==> src/hw/rtl/mrlc_pkg.sv <==
`timescale 1ns / 1ps
`default_nettype none

package mrlc_pkg;

  // Number of line bytes kept for matching and digit capture.
  localparam int unsigned LINE_DEPTH = 256;
  localparam int unsigned POS_W = $clog2(LINE_DEPTH + 1);
  // Wide enough for topic_length plus the status digit offset.
  localparam int unsigned BASE_W = 10;
  localparam int unsigned PATTERN_COUNT = 6;
  localparam logic [PATTERN_COUNT-1:0] ALL_ALIVE = '1;

  localparam logic [7:0] CHAR_CR     = 8'h0D;
  localparam logic [7:0] CHAR_LF     = 8'h0A;
  localparam logic [7:0] CHAR_PROMPT = 8'h3E;
  localparam logic [7:0] DIGIT_ZERO  = 8'h30;
  localparam logic [7:0] DIGIT_ONE   = 8'h31;

  // Configuration register indexes.
  localparam logic [7:0] CFG_BOX_ID       = 8'd0;
  localparam logic [7:0] CFG_TOPIC_LENGTH = 8'd1;
  localparam logic [7:0] CFG_MSG_TYPE     = 8'd2;
  localparam logic [7:0] CFG_MSG_LENGTH   = 8'd3;

  localparam logic [7:0] MSG_TYPE_RESET = 8'h30;

  typedef enum logic [1:0] {
    MODE_IDLE   = 2'd0,
    MODE_LINE   = 2'd1,
    MODE_SERVER = 2'd2
  } mode_e;

  typedef enum logic [3:0] {
    EV_PROMPT       = 4'd0,
    EV_PB_DONE      = 4'd1,
    EV_OK           = 4'd2,
    EV_ERROR        = 4'd3,
    EV_IP_CLOSE     = 4'd4,
    EV_RECV_FROM    = 4'd5,
    EV_SEND_OK      = 4'd6,
    EV_SERVER_START = 4'd7,
    EV_RELAY_CMD    = 4'd8
  } event_e;

  typedef struct packed {
    logic [7:0] box_id;
    logic [7:0] topic_length;
    logic [7:0] msg_type;
    logic [7:0] msg_length;
  } cfg_t;

  typedef struct packed {
    logic       valid;
    event_e     kind;
    logic [7:0] relay_index;
    logic       relay_on;
  } event_t;

  // Known replies, padded with zeros to sixteen characters each.
  localparam logic [0:PATTERN_COUNT-1][0:15][7:0] REPLY_TEXT = {
    {"PB DONE", 8'h0D, 64'h0},
    {"OK", 8'h0D, 104'h0},
    {"ERROR", 8'h0D, 80'h0},
    {"+IPCLOSE", 64'h0},
    {"RECV FROM", 56'h0},
    {"Send ok", 8'h0D, 64'h0}
  };

  localparam logic [0:PATTERN_COUNT-1][3:0] REPLY_LEN = {
    4'd8, 4'd3, 4'd6, 4'd8, 4'd9, 4'd8
  };

endpackage

`default_nettype wire

==> src/hw/rtl/mrlc_cfg_regs.sv <==
`timescale 1ns / 1ps
`default_nettype none

module mrlc_cfg_regs (
  input  wire logic           clk_i,
  input  wire logic           rst_ni,
  input  wire logic           wr_en_i,
  input  wire logic [7:0]     wr_index_i,
  input  wire logic [7:0]     wr_data_i,
  output mrlc_pkg::cfg_t      cfg_o
);

  mrlc_pkg::cfg_t cfg_q;
  mrlc_pkg::cfg_t cfg_d;

  always_comb begin
    cfg_d = cfg_q;
    if (wr_en_i) begin
      unique case (wr_index_i)
        mrlc_pkg::CFG_BOX_ID:       cfg_d.box_id       = wr_data_i;
        mrlc_pkg::CFG_TOPIC_LENGTH: cfg_d.topic_length = wr_data_i;
        mrlc_pkg::CFG_MSG_TYPE:     cfg_d.msg_type     = wr_data_i;
        mrlc_pkg::CFG_MSG_LENGTH:   cfg_d.msg_length   = wr_data_i;
        default: ;
      endcase
    end
  end

  always_ff @(posedge clk_i or negedge rst_ni) begin
    if (!rst_ni) begin
      cfg_q.box_id       <= 8'h00;
      cfg_q.topic_length <= 8'h00;
      cfg_q.msg_type     <= mrlc_pkg::MSG_TYPE_RESET;
      cfg_q.msg_length   <= 8'h00;
    end else begin
      cfg_q <= cfg_d;
    end
  end

  assign cfg_o = cfg_q;

endmodule

`default_nettype wire

==> src/hw/rtl/mrlc_core.sv <==
`timescale 1ns / 1ps
`default_nettype none

module mrlc_core (
  input  wire logic           clk_i,
  input  wire logic           rst_ni,
  input  wire logic           step_i,
  input  wire logic [7:0]     byte_i,
  input  wire mrlc_pkg::cfg_t cfg_i,
  output mrlc_pkg::event_t    evt_o
);

  localparam int unsigned POS_W = mrlc_pkg::POS_W;
  localparam int unsigned BASE_W = mrlc_pkg::BASE_W;
  localparam int unsigned PC = mrlc_pkg::PATTERN_COUNT;

  mrlc_pkg::mode_e mode_q, mode_d;
  logic [7:0]      prev_q;
  logic [POS_W-1:0] pos_q, pos_d;
  logic [PC-1:0]   alive_q, alive_d;
  logic [7:0]      box_q, box_d;
  logic [7:0]      relay_q, relay_d;
  logic [7:0]      status_q, status_d;

  // Line state as seen by this byte: an idle parser starts from a clean line.
  logic             is_server;
  logic             is_idle;
  logic [POS_W-1:0] eff_pos;
  logic [PC-1:0]    eff_alive;
  logic [7:0]       eff_box, eff_relay, eff_status;

  logic line_end, header, is_prompt;

  // Result of storing the byte into the effective line.
  logic [POS_W-1:0] st_pos;
  logic [PC-1:0]    st_alive;
  logic [7:0]       st_box, st_relay, st_status;
  logic [BASE_W-1:0] base, pos_ext;

  logic                 class_hit;
  mrlc_pkg::event_e     class_kind;
  logic                 relay_hit;

  assign is_server = (mode_q == mrlc_pkg::MODE_SERVER);
  assign is_idle   = (mode_q != mrlc_pkg::MODE_SERVER) && (mode_q != mrlc_pkg::MODE_LINE);

  assign eff_pos    = is_idle ? '0 : pos_q;
  assign eff_alive  = is_idle ? mrlc_pkg::ALL_ALIVE : alive_q;
  assign eff_box    = is_idle ? 8'h00 : box_q;
  assign eff_relay  = is_idle ? 8'h00 : relay_q;
  assign eff_status = is_idle ? 8'h00 : status_q;

  assign line_end  = (prev_q == mrlc_pkg::CHAR_CR) && (byte_i == mrlc_pkg::CHAR_LF);
  assign header    = (prev_q == cfg_i.msg_type) && (byte_i == cfg_i.msg_length);
  assign is_prompt = (byte_i == mrlc_pkg::CHAR_PROMPT);

  assign base    = BASE_W'(cfg_i.topic_length) + BASE_W'(2);
  assign pos_ext = BASE_W'(eff_pos);

  always_comb begin
    st_pos    = eff_pos;
    st_alive  = eff_alive;
    st_box    = eff_box;
    st_relay  = eff_relay;
    st_status = eff_status;
    if (eff_pos < POS_W'(mrlc_pkg::LINE_DEPTH)) begin
      for (int k = 0; k < PC; k++) begin
        if (eff_pos < POS_W'(mrlc_pkg::REPLY_LEN[k]) &&
            byte_i != mrlc_pkg::REPLY_TEXT[k][eff_pos[3:0]]) begin
          st_alive[k] = 1'b0;
        end
      end
      priority if (pos_ext == base) begin
        st_box = byte_i;
      end else if (pos_ext == base + BASE_W'(1)) begin
        st_relay = byte_i;
      end else if (pos_ext == base + BASE_W'(2)) begin
        st_status = byte_i;
      end else begin
        // Not a digit position, nothing is captured.
      end
      st_pos = eff_pos + POS_W'(1);
    end
  end

  // First live reply, in list order, that the line is long enough to hold.
  always_comb begin
    class_hit  = 1'b0;
    class_kind = mrlc_pkg::EV_PB_DONE;
    for (int k = PC - 1; k >= 0; k--) begin
      if (eff_alive[k] && eff_pos >= POS_W'(mrlc_pkg::REPLY_LEN[k])) begin
        class_hit  = 1'b1;
        class_kind = mrlc_pkg::event_e'(4'(k + 1));
      end
    end
  end

  assign relay_hit = ({1'b0, eff_box} == ({1'b0, cfg_i.box_id} + {1'b0, mrlc_pkg::DIGIT_ZERO}));

  // Next state.
  always_comb begin
    mode_d   = mode_q;
    pos_d    = eff_pos;
    alive_d  = eff_alive;
    box_d    = eff_box;
    relay_d  = eff_relay;
    status_d = eff_status;
    if (is_server) begin
      priority if (line_end) begin
        mode_d = mrlc_pkg::MODE_IDLE;
      end else if (header) begin
        pos_d    = '0;
        alive_d  = mrlc_pkg::ALL_ALIVE;
        box_d    = 8'h00;
        relay_d  = 8'h00;
        status_d = 8'h00;
      end else begin
        pos_d    = st_pos;
        alive_d  = st_alive;
        box_d    = st_box;
        relay_d  = st_relay;
        status_d = st_status;
      end
    end else begin
      priority if (is_prompt || line_end) begin
        mode_d = mrlc_pkg::MODE_IDLE;
      end else if (header) begin
        mode_d   = mrlc_pkg::MODE_SERVER;
        pos_d    = '0;
        alive_d  = mrlc_pkg::ALL_ALIVE;
        box_d    = 8'h00;
        relay_d  = 8'h00;
        status_d = 8'h00;
      end else begin
        mode_d   = mrlc_pkg::MODE_LINE;
        pos_d    = st_pos;
        alive_d  = st_alive;
        box_d    = st_box;
        relay_d  = st_relay;
        status_d = st_status;
      end
    end
  end

  // Event for this byte.
  always_comb begin
    evt_o.valid       = 1'b0;
    evt_o.kind        = mrlc_pkg::EV_PROMPT;
    evt_o.relay_index = 8'h00;
    evt_o.relay_on    = 1'b0;
    if (is_server) begin
      if ((line_end || header) && relay_hit) begin
        evt_o.valid       = 1'b1;
        evt_o.kind        = mrlc_pkg::EV_RELAY_CMD;
        evt_o.relay_index = eff_relay - mrlc_pkg::DIGIT_ZERO;
        evt_o.relay_on    = (eff_status == mrlc_pkg::DIGIT_ONE);
      end
    end else begin
      priority if (is_prompt) begin
        evt_o.valid = 1'b1;
        evt_o.kind  = mrlc_pkg::EV_PROMPT;
      end else if (line_end) begin
        evt_o.valid = class_hit;
        evt_o.kind  = class_kind;
      end else if (header) begin
        evt_o.valid = 1'b1;
        evt_o.kind  = mrlc_pkg::EV_SERVER_START;
      end else begin
        // A stored byte gives no event.
      end
    end
  end

  always_ff @(posedge clk_i or negedge rst_ni) begin
    if (!rst_ni) begin
      mode_q   <= mrlc_pkg::MODE_IDLE;
      prev_q   <= 8'h00;
      pos_q    <= '0;
      alive_q  <= '0;
      box_q    <= 8'h00;
      relay_q  <= 8'h00;
      status_q <= 8'h00;
    end else if (step_i) begin
      mode_q   <= mode_d;
      prev_q   <= byte_i;
      pos_q    <= pos_d;
      alive_q  <= alive_d;
      box_q    <= box_d;
      relay_q  <= relay_d;
      status_q <= status_d;
    end
  end

endmodule

`default_nettype wire

==> src/hw/rtl/modem_response_line_classifier_unit.sv <==
`timescale 1ns / 1ps
`default_nettype none

// Channel   Direction  Handshake               Payload
// rx        in         rx_valid_i / rx_ready_o  rx_byte_i
// ev        out        ev_valid_o / ev_ready_i  event_kind_o, relay_index_o, relay_on_o
// cfg       in         cfg_valid_i / cfg_ready_o cfg_index_i, cfg_data_i
//
// Each accepted byte beat is registered in the byte stage and classified from there once
// the output register can advance; any event it produces is loaded into the output
// register as the byte leaves the byte stage, and the event beat is offered from there.
// One byte is taken every cycle unless stalled; the parser state updates once per byte.
// Reset clears the parser state and loads the register defaults.
// A stalled output register holds the byte stage, and rx_ready_o drops only while
// both the byte stage and the output register are full and the event is not taken.
// Configuration beats are always accepted and should be sent while the unit is idle.

module modem_response_line_classifier_unit (
  input  wire logic       clk_i,
  input  wire logic       rst_ni,
  input  wire logic       rx_valid_i,
  output logic            rx_ready_o,
  input  wire logic [7:0] rx_byte_i,
  output logic            ev_valid_o,
  input  wire logic       ev_ready_i,
  output logic [3:0]      event_kind_o,
  output logic [7:0]      relay_index_o,
  output logic            relay_on_o,
  input  wire logic       cfg_valid_i,
  output logic            cfg_ready_o,
  input  wire logic [7:0] cfg_index_i,
  input  wire logic [7:0] cfg_data_i
);

  mrlc_pkg::cfg_t   cfg;
  mrlc_pkg::event_t evt;

  // Byte stage.
  logic       in_valid_q;
  logic [7:0] in_byte_q;

  // Output register.
  logic       out_valid_q;
  logic [3:0] out_kind_q;
  logic [7:0] out_index_q;
  logic       out_on_q;

  logic advance;
  logic step;

  // The output register can take a new value when it is empty or being drained.
  assign advance     = !out_valid_q || ev_ready_i;
  assign step        = in_valid_q && advance;
  assign rx_ready_o  = !in_valid_q || advance;
  assign cfg_ready_o = 1'b1;

  mrlc_cfg_regs u_cfg (
    .clk_i      (clk_i),
    .rst_ni     (rst_ni),
    .wr_en_i    (cfg_valid_i),
    .wr_index_i (cfg_index_i),
    .wr_data_i  (cfg_data_i),
    .cfg_o      (cfg)
  );

  mrlc_core u_core (
    .clk_i  (clk_i),
    .rst_ni (rst_ni),
    .step_i (step),
    .byte_i (in_byte_q),
    .cfg_i  (cfg),
    .evt_o  (evt)
  );

  always_ff @(posedge clk_i or negedge rst_ni) begin
    if (!rst_ni) begin
      in_valid_q <= 1'b0;
    end else if (rx_ready_o) begin
      in_valid_q <= rx_valid_i;
    end
  end

  always_ff @(posedge clk_i) begin
    if (rx_ready_o && rx_valid_i) begin
      in_byte_q <= rx_byte_i;
    end
  end

  always_ff @(posedge clk_i or negedge rst_ni) begin
    if (!rst_ni) begin
      out_valid_q <= 1'b0;
    end else if (advance) begin
      out_valid_q <= step && evt.valid;
    end
  end

  always_ff @(posedge clk_i) begin
    if (step && evt.valid) begin
      out_kind_q  <= evt.kind;
      out_index_q <= evt.relay_index;
      out_on_q    <= evt.relay_on;
    end
  end

  assign ev_valid_o    = out_valid_q;
  assign event_kind_o  = out_kind_q;
  assign relay_index_o = out_index_q;
  assign relay_on_o    = out_on_q;

endmodule

`default_nettype wire
==> config.mk <==
export PLATFORM = sky130hd
export DESIGN_NAME = modem_response_line_classifier_unit
export DESIGN_NICKNAME = d
export VERILOG_FILES = /design/src/hw/rtl/mrlc_pkg.sv /design/src/hw/rtl/mrlc_cfg_regs.sv /design/src/hw/rtl/mrlc_core.sv /design/src/hw/rtl/modem_response_line_classifier_unit.sv
export SDC_FILE = /design/constraint.sdc
export NUM_CORES = 1
export LEC_CHECK = 0
export BUFFER_PORTS_ARGS = -buffer_cell sky130_fd_sc_hd__buf_2
export CORE_MARGIN = 3
export CORE_UTILIZATION = 60
export DETAILED_ROUTE_END_ITERATION = 10
export GPL_TIMING_DRIVEN = 0
export PLACE_DENSITY_LB_ADDON = 0.15
export SLEW_MARGIN = 0
export SYNTH_ARGS = -nofsm -noshare
export SYNTH_HDL_FRONTEND = slang
export SYNTH_SLANG_ARGS = --single-unit
==> constraint.sdc <==
create_clock -name clk_i -period 4.2 [get_ports clk_i]
set_input_delay 0.42 -clock clk_i [delete_from_list [all_inputs] [get_ports clk_i]]
set_output_delay 0.42 -clock clk_i [all_outputs]
set_load 0.005 [all_outputs]
==> summary.txt, run 1 <==
Floorplanning
  • Core box area: 11,100 sq um
  • Die height: 114 um
  • Die area: 12,900 sq um
  • Io pins: 45
  • Starting Density: 62.6%
  • Row count: 38
  • Die width: 114 um

Yosys
  • Synth Register Bits: 104
  • Main synth FF type: dfrtp_1
  • Synth cell types: 84
  • Part of the Yosys area used for sequential elements: 39.1%
  • Ys async rst share: 79.8%
  • Yosys warning total: 0
  • Net count after synthesis: 785
  • Synth Area per Inst: 9.38 sq um
  • Mapped Cells: 740
  • Number of enable flip-flop cells after synthesis: 21
  • Synth Cell Area: 6940 sq um

Detailed routing
  • DR vias/cell: 6.55
  • WL final: 20.2 mm
  • ANT nets after route: 0
  • Drt pass-1 iters: 6
  • Via count: 6,165
  • DR DRC count: 0
  • Starting DRC count in detailed routing: 688
  • Detailed-route wire length per cell: 21.5 um

Timing
  • Setup violators final: 0
  • Slew Limit Fails: 0
  • RSZ-0062 raised after global routing: no
  • Slew margin rel.: 37.9%
  • Hold Fails Final Rpt: 0
  • Min Tclk post-route: 4.05 ns
  • F_max: 0.247 GHz
  • Setup Skew: 0.0163 ns
  • Hold WS: 0.230 ns
  • Fin crit share: 96.3%
  • Worst Tran Pin Value: 0.931 ns
  • Setup TNS: 0 ns

Power and ir drop
  • Leak pwr: 3.15 nW
  • Pwr dens: 385 nW/um^2
  • Worst vdd ir: 0.356 mV

Critical path
  • CP max stage delay: 0.82 ns
  • CP delay by family, top: compound AO/OA/AOI/OAI gates
  • Worst-case reg-to-reg path depth: 13
  • CP cell instances: inv_1, ha_1, buf_2, inv_1, nand2_1, inv_1, ha_1, inv_1, ha_1, a211o_1, a2111oi_0, a21oi_1, a21oi_1
  • Crit Path Max Fanout: 10
  • Critical Path RT: 4.48 ns
  • RR Startpoint: u_core.mode_q[0]$_DFFE_PN0P_
  • Crit-path slowest cell: a2111oi_0
  • Worst setup path category: reg2reg
  • FF-to-FF setup slack: 0.15 ns
  • Worst EP arrival: 4.33 ns
  • Worst flop-to-flop path endpoint: u_core.alive_q[1]$_DFFE_PN0P_
  • Crit end category: flop
  • Worst setup SP type: flop
  • WP buf/inv: 5
  • Most frequent cell on the critical path: inv_1

Global routing
  • GRT Resource Usage Total: 32.4%
  • Initial antenna violation count: 0
  • GR Overflow Total: 0
  • Vias in the first global route: 6,074
  • Largest net degree at the start of global routing: 56
  • First-pass GRT wire length: 32.4 mm

Clock tree
  • CTS Buf Count: 9
  • Clock Path Buffers: 2
  • CTS sink cnt: 104
  • Skew-Pair Late Insertion Delay: 0.37 ns
  • CTS H-tree depth: 3
  • CTS clk-pin slew, worst paths: 0.08 ns
  • # Post-CTS Setup Buffers: 0
  • TritonCTS clock tree: built
  • Clk root buf: clkbuf_16

Placed design
  • Placer Congestion: 0.957
  • IO buf count: 43
  • DP Wirelength: 14.8 mm

Outcome
  • Status: complete, no violations

Worst hold path
  • WHS Endpoint: in_byte_q[1]$_DFFE_PP_
  • Hold path depth: 1
  • Min-delay worst type: in2reg
  • Min-delay src: rx_byte_i[1]

Run
  • Number of max-cap violations: 0

Final layout
  • Number of diodes: 0
  • Final nets: 841
  • Area grow syn2layout: 10.4%
  • Share of cells above drive strength 1: 17.5%
[Yosys cell counts (12+ instances only)]
| cell | count | area share, % |
|---|---|---|
| buf_2 | 15 | 1.1 |
| nand3_1 | 20 | 1.4 |
| nand4_1 | 18 | 1.6 |
| xnor2_1 | 55 | 6.9 |
| a22o_1 | 20 | 2.5 |
| ha_1 | 16 | 2.9 |
| inv_1 | 22 | 1.2 |
| nor2b_1 | 12 | 1.1 |
| nor3_1 | 19 | 1.4 |
| clkbuf_1 | 30 | 1.6 |
| edfxtp_1 | 21 | 9.1 |
| a31oi_1 | 12 | 1.1 |
| mux2_2 | 30 | 4.9 |
| dfrtp_1 | 81 | 29 |
| o21ai_0 | 25 | 1.8 |
| nand2_1 | 71 | 3.8 |
| a21oi_1 | 43 | 3.1 |
| nor2_1 | 58 | 3.1 |
[layer usage]
metal,global-route usage [%],up-vias,wire (um)
li1,-,2791,-
met5,0,-,0
met1,42.2,2962,8140
met4,12.9,0,642
met2,51.3,350,9520
met3,9.18,62,1930
[registers in the layout (all words and copies together), names as in the netlist]
name	flops
u_core.prev_q	8
u_core.mode_q	2
relay_on_o	1
u_core.status_q	8
u_core.alive_q	6
u_cfg.cfg_o	32
relay_index_o	8
u_core.pos_q	9
u_core.box_q	8
u_core.relay_q	8
in_valid_q	1
ev_valid_o	1
in_byte_q	8
event_kind_o	4
[worst max-delay path by stage]
stage,end,startpoint,cells after the start
6_report,u_core.alive_q[1]$_DFFE_PN0P_,u_core.mode_q[0]$_DFFE_PN0P_,13
5_1_grt,relay_index_o[4]$_SDFFCE_PN0P_,u_core.mode_q[0]$_DFFE_PN0P_,13
4_1_cts,u_core.alive_q[1]$_DFFE_PN0P_,u_core.mode_q[0]$_DFFE_PN0P_,13
3_5_place_dp,relay_index_o[4]$_SDFFCE_PN0P_,u_core.mode_q[0]$_DFFE_PN0P_,13
3_3_place_gp,relay_on_o$_SDFFCE_PN0P_,u_core.mode_q[0]$_DFFE_PN0P_,13
2_1_floorplan,event_kind_o[0]$_SDFFCE_PP0P_,u_core.mode_q[0]$_DFFE_PN0P_,12
[what timing repair did]
action                                 CTS  global route
endpoints found under the hold margin   26             0
setup endpoints to repair               13             0
resized for setup                        1             0
hold buffers                             1             0
[power breakdown]
group | total, W | switching, W | internal (W)
Combinational | 0.000918 | 0.000568 | 0.000350
Clock | 0.000838 | 0.000421 | 0.000417
Sequential | 0.00119 | 0.0000783 | 0.00112
[metrics by stage]
stage | util (%) | instances | cell area (sq um) | worst slack, ns | power (W)
2_1_floorplan | - | 740 | 6940 | 1.02 | 0.00185
5_1_grt | 69.1 | 941 | 7660 | 0.0629 | 0.00309
3_3_place_gp | 66.2 | 923 | 7330 | 0.163 | 0.00206
6_report | 69.1 | 941 | 7660 | 0.155 | 0.00295
4_1_cts | 69.1 | 941 | 7660 | 0.357 | 0.00292
3_5_place_dp | 66.4 | 924 | 7360 | -0.0718 | 0.00209
[cells by family (layout without fill, tap and decap cells)]
family | Yosys count | in the layout | share of synthesized area [%]
DFF | 104 | 104 | 39.1
AOI/OAI and AO/OA | 170 | 170 | 17.8
and+or+nand+nor | 272 | 272 | 21.2
buffers and inverters | 75 | 136 | 4.44
muxes | 32 | 32 | 5.16
other | 1 | 1 | 0.0540
xor gates and xnor gates | 70 | 70 | 9.47
adders and majority gates | 16 | 16 | 2.88
[layout by cell type (no fill, tap or decap), types with 12 or more instances in the layout]
| master | synthesis | layout |
|---|---|---|
| xnor2_1 | 55 | 55 |
| nand2_1 | 71 | 71 |
| nand4_1 | 18 | 18 |
| edfxtp_1 | 21 | 21 |
| nor2b_1 | 12 | 12 |
| nor2_1 | 58 | 58 |
| buf_2 | 15 | 57 |
| mux2_2 | 30 | 30 |
| nor3_1 | 19 | 19 |
| a22o_1 | 20 | 20 |
| a21oi_1 | 43 | 42 |
| a31oi_1 | 12 | 12 |
| nand3_1 | 20 | 20 |
| inv_1 | 22 | 22 |
| dfrtp_1 | 81 | 81 |
| clkbuf_1 | 30 | 31 |
| o21ai_0 | 25 | 25 |
| ha_1 | 16 | 16 |
[cell type report]
type,instances,area (sq um)
Buffer,50,214
Clock buffer,10,229
Clock inverter,6,57.6
Fill cell,904,3420
Inverter,25,93.8
Multi-Input combinational cell,561,3930
Sequential cell,104,2710
Tap cell,140,175
Timing Repair Buffer,45,255
Note: power is estimated with default switching activity, not from simulation.
==> run 2, diff against run 1 <==
--- a/config.mk
+++ b/config.mk
@@ -9,7 +9,7 @@
 export CORE_MARGIN = 3
 export CORE_UTILIZATION = 60
 export DETAILED_ROUTE_END_ITERATION = 10
-export GPL_TIMING_DRIVEN = 0
+export GPL_TIMING_DRIVEN = 1
 export PLACE_DENSITY_LB_ADDON = 0.15
 export SLEW_MARGIN = 0
 export SYNTH_ARGS = -nofsm -noshare
==> summary.txt, run 2 (synthesis gave the netlist of run 1 again) <==
Clock tree
  • CTS sink cnt: 104 (unchanged)
  • Hold_buf cts: 0 (was 1)
  • CTS Buf Count: 9 (unchanged)
  • Clk root buf: clkbuf_16 (unchanged)
  • Clock Path Buffers: 2 (unchanged)
  • # Post-CTS Setup Buffers: 0 (unchanged)
  • TritonCTS clock tree: built (unchanged)
  • Skew-Pair Late Insertion Delay: 0.36 ns (was 0.37 ns)
  • CTS H-tree depth: 3 (unchanged)
  • CTS resizes: 0 (was 1)
  • CTS clk-pin slew, worst paths: 0.07 ns (was 0.08 ns)

Detailed routing
  • Starting DRC count in detailed routing: 641 (was 688)
  • Metal3 WL: 1.58 mm (was 1.93 mm)
  • WL final: 19.1 mm (was 20.2 mm)
  • Detailed-route wire length per cell: 21.0 um (was 21.5 um)
  • DR DRC count: 0 (unchanged)
  • WL met2: 8.68 mm (was 9.52 mm)
  • Via count: 5,993 (was 6,165)
  • DR vias/cell: 6.61 (was 6.55)
  • Drt pass-1 iters: 7 (was 6)
  • Highest Signal Layer: met4 (unchanged)
  • ANT nets after route: 0 (unchanged)
  • M1 WL: 8.01 mm (was 8.14 mm)

Timing
  • Min Tclk post-route: 3.39 ns (was 4.05 ns)
  • Worst Tran Pin Value: 0.817 ns (was 0.931 ns)
  • Setup Skew: 0.00961 ns (was 0.0163 ns)
  • Setup violators final: 0 (unchanged)
  • Final worst setup slack: 0.809 ns (was 0.155 ns)
  • Slew Limit Fails: 0 (unchanged)
  • Slew margin rel.: 45.5% (was 37.9%)
  • Setup TNS: 0 ns (unchanged)
  • Hold Fails Final Rpt: 0 (unchanged)
  • RSZ-0062 raised after global routing: no (unchanged)
  • Fin crit share: 80.7% (was 96.3%)
  • F_max: 0.295 GHz (was 0.247 GHz)

Floorplanning
  • Io pins: 45 (unchanged)
  • Starting Density: 62.6% (unchanged)
  • Row count: 38 (unchanged)
  • Core box area: 11,100 sq um (unchanged)
  • Die area: 12,900 sq um (unchanged)
  • Die height: 114 um (unchanged)
  • Die width: 114 um (unchanged)

Critical path
  • Crit end category: flop (unchanged)
  • WP buf/inv: 2 (was 5)
  • Crit-path slowest cell: edfxtp_1 (was a2111oi_0)
  • Worst setup SP type: flop (unchanged)
  • Critical Path RT: 4.25 ns (was 4.48 ns)
  • RR Startpoint: in_byte_q[0]$_DFFE_PP_ (was u_core.mode_q[0]$_DFFE_PN0P_)
  • CP delay by family, top: simple AND/OR/NAND/NOR gates (was compound AO/OA/AOI/OAI gates)
  • CP cell instances: xnor2_1, nand4_1, nor4_4, buf_4, nor2_1, nor4_4, nor2_1, a21oi_1, buf_4 (was inv_1, ha_1, buf_2, inv_1, nand2_1, inv_1, ha_1, inv_1, ha_1, a211o_1, a2111oi_0, a21oi_1, a21oi_1)
  • Worst EP arrival: 3.44 ns (was 4.33 ns)
  • Worst flop-to-flop path endpoint: relay_index_o[5]$_SDFFCE_PN0P_ (was u_core.alive_q[1]$_DFFE_PN0P_)
  • Crit Path Max Fanout: 16 (was 10)
  • FF-to-FF setup slack: 0.81 ns (was 0.15 ns)
  • Worst-case reg-to-reg path depth: 9 (was 13)
  • Worst setup path category: reg2reg (unchanged)
  • CP max stage delay: 0.89 ns (was 0.82 ns)

Final layout
  • Final nets: 806 (was 841)
  • Area grow syn2layout: 8.69% (was 10.4%)
  • Number of diodes: 0 (unchanged)
  • Commonest cells after routing, fill and taps aside: 81 x dfrtp_1, 71 x nand2_1, 58 x nor2_1 (unchanged)
  • Final std cells w/o fill: 906 (was 941)
  • Fillers: 879 (was 904)
  • Share of cells above drive strength 1: 18.0% (was 17.5%)
  • Max reg flops: 32 (unchanged)
  • Most common cell after layout, fill and taps aside: dfrtp_1 (unchanged)

Global routing
  • First-pass GRT wire length: 30.5 mm (was 32.4 mm)
  • GR Overflow Total: 0 (unchanged)
  • Largest net degree at the start of global routing: 52 (was 56)
  • GRT Resource Usage Total: 30.4% (was 32.4%)
  • Vias in the first global route: 5,823 (was 6,074)
  • Initial antenna violation count: 0 (unchanged)

Run
  • Number of max-cap violations: 0 (unchanged)

Worst hold path
  • Min-delay worst type: in2async (was in2reg)

Power and ir drop
  • Pwr dens: 386 nW/um^2 (was 385 nW/um^2)
  • Switching pwr: 0.00101 W (was 0.00107 W)
  • Clk pwr share: 28.8% (was 28.4%)
  • Worst vdd ir: 0.340 mV (was 0.356 mV)
  • Power share of the sequential group: 42.6% (was 40.5%)
  • Logic pwr share: 28.6% (was 31.1%)
  • Power consumption: 0.00291 W (was 0.00295 W)
  • Leak pwr: 3.11 nW (was 3.15 nW)
  • Switching share of power: 34.7% (was 36.2%)
  • Internal power: 0.00190 W (was 0.00188 W)

Placed design
  • Dpl cells: 890 (was 924)
  • DP Wirelength: 14.0 mm (was 14.8 mm)
  • Placer Congestion: 0.970 (was 0.957)
  • Dpl ws: 0.871 ns (was -0.0718 ns)
  • IO buf count: 43 (unchanged)

Outcome
  • Status: complete, no violations (unchanged)
run 2: worst max path at each step:
stage,from,end,slack (ns),cells after the start
after floorplan,u_core.mode_q[0]$_DFFE_PN0P_,event_kind_o[0]$_SDFFCE_PP0P_,1.02,12
after global placement,u_core.mode_q[0]$_DFFE_PN0P_,u_core.status_q[5]$_DFFE_PN0P_,0.93,11
after detailed placement,in_byte_q[0]$_DFFE_PP_,relay_index_o[4]$_SDFFCE_PN0P_,0.87,9
after CTS,u_core.mode_q[1]$_DFFE_PN0P_,u_core.status_q[4]$_DFFE_PN0P_,0.85,10
after global routing,u_core.mode_q[0]$_DFFE_PN0P_,u_core.alive_q[4]$_DFFE_PN0P_,0.52,11
final,in_byte_q[0]$_DFFE_PP_,relay_index_o[5]$_SDFFCE_PN0P_,0.81,9
run 2: power groups by stage:
stage               registers (W)  clock network (W)  logic, W
floorplan                 0.00119                  0  0.000665
global placement          0.00125                  0  0.000789
detailed placement        0.00125                  0  0.000811
CTS                       0.00124           0.000851  0.000819
global route              0.00125           0.000884  0.000914
finish                    0.00124           0.000840  0.000833
run 2: cell type report:
| cell class | count | area, sq um | share of cell area [%] |
|---|---|---|---|
| clock buffers | 10 | 250 | 3.32 |
| clock inverters | 6 | 46.3 | 0.614 |
| inverters | 25 | 93.8 | 1.24 |
| multi-input cells | 561 | 3920 | 52.0 |
| flip-flops and latches | 104 | 2710 | 35.9 |
| well taps | 140 | 175 | 2.32 |
| repair buffers | 60 | 345 | 4.58 |
run 2: through the flow:
stage	hold slack [ns]	util (%)	area [sq um]
6_report	0.0759	68.1	7540
3_3_place_gp	0.462	65.4	7250
3_5_place_dp	0.472	65.4	7250
5_1_grt	0.127	68.1	7540
2_1_floorplan	0.124	-	6940
4_1_cts	0.103	68.1	7540
run 2: metal layers:
metal / GRT usage, % / vias up
li1: - / 2725
met1: 41.6 / 2903
met2: 47.2 / 312
met3: 5.41 / 53
met4: 13.9 / 0
met5: 0 / -
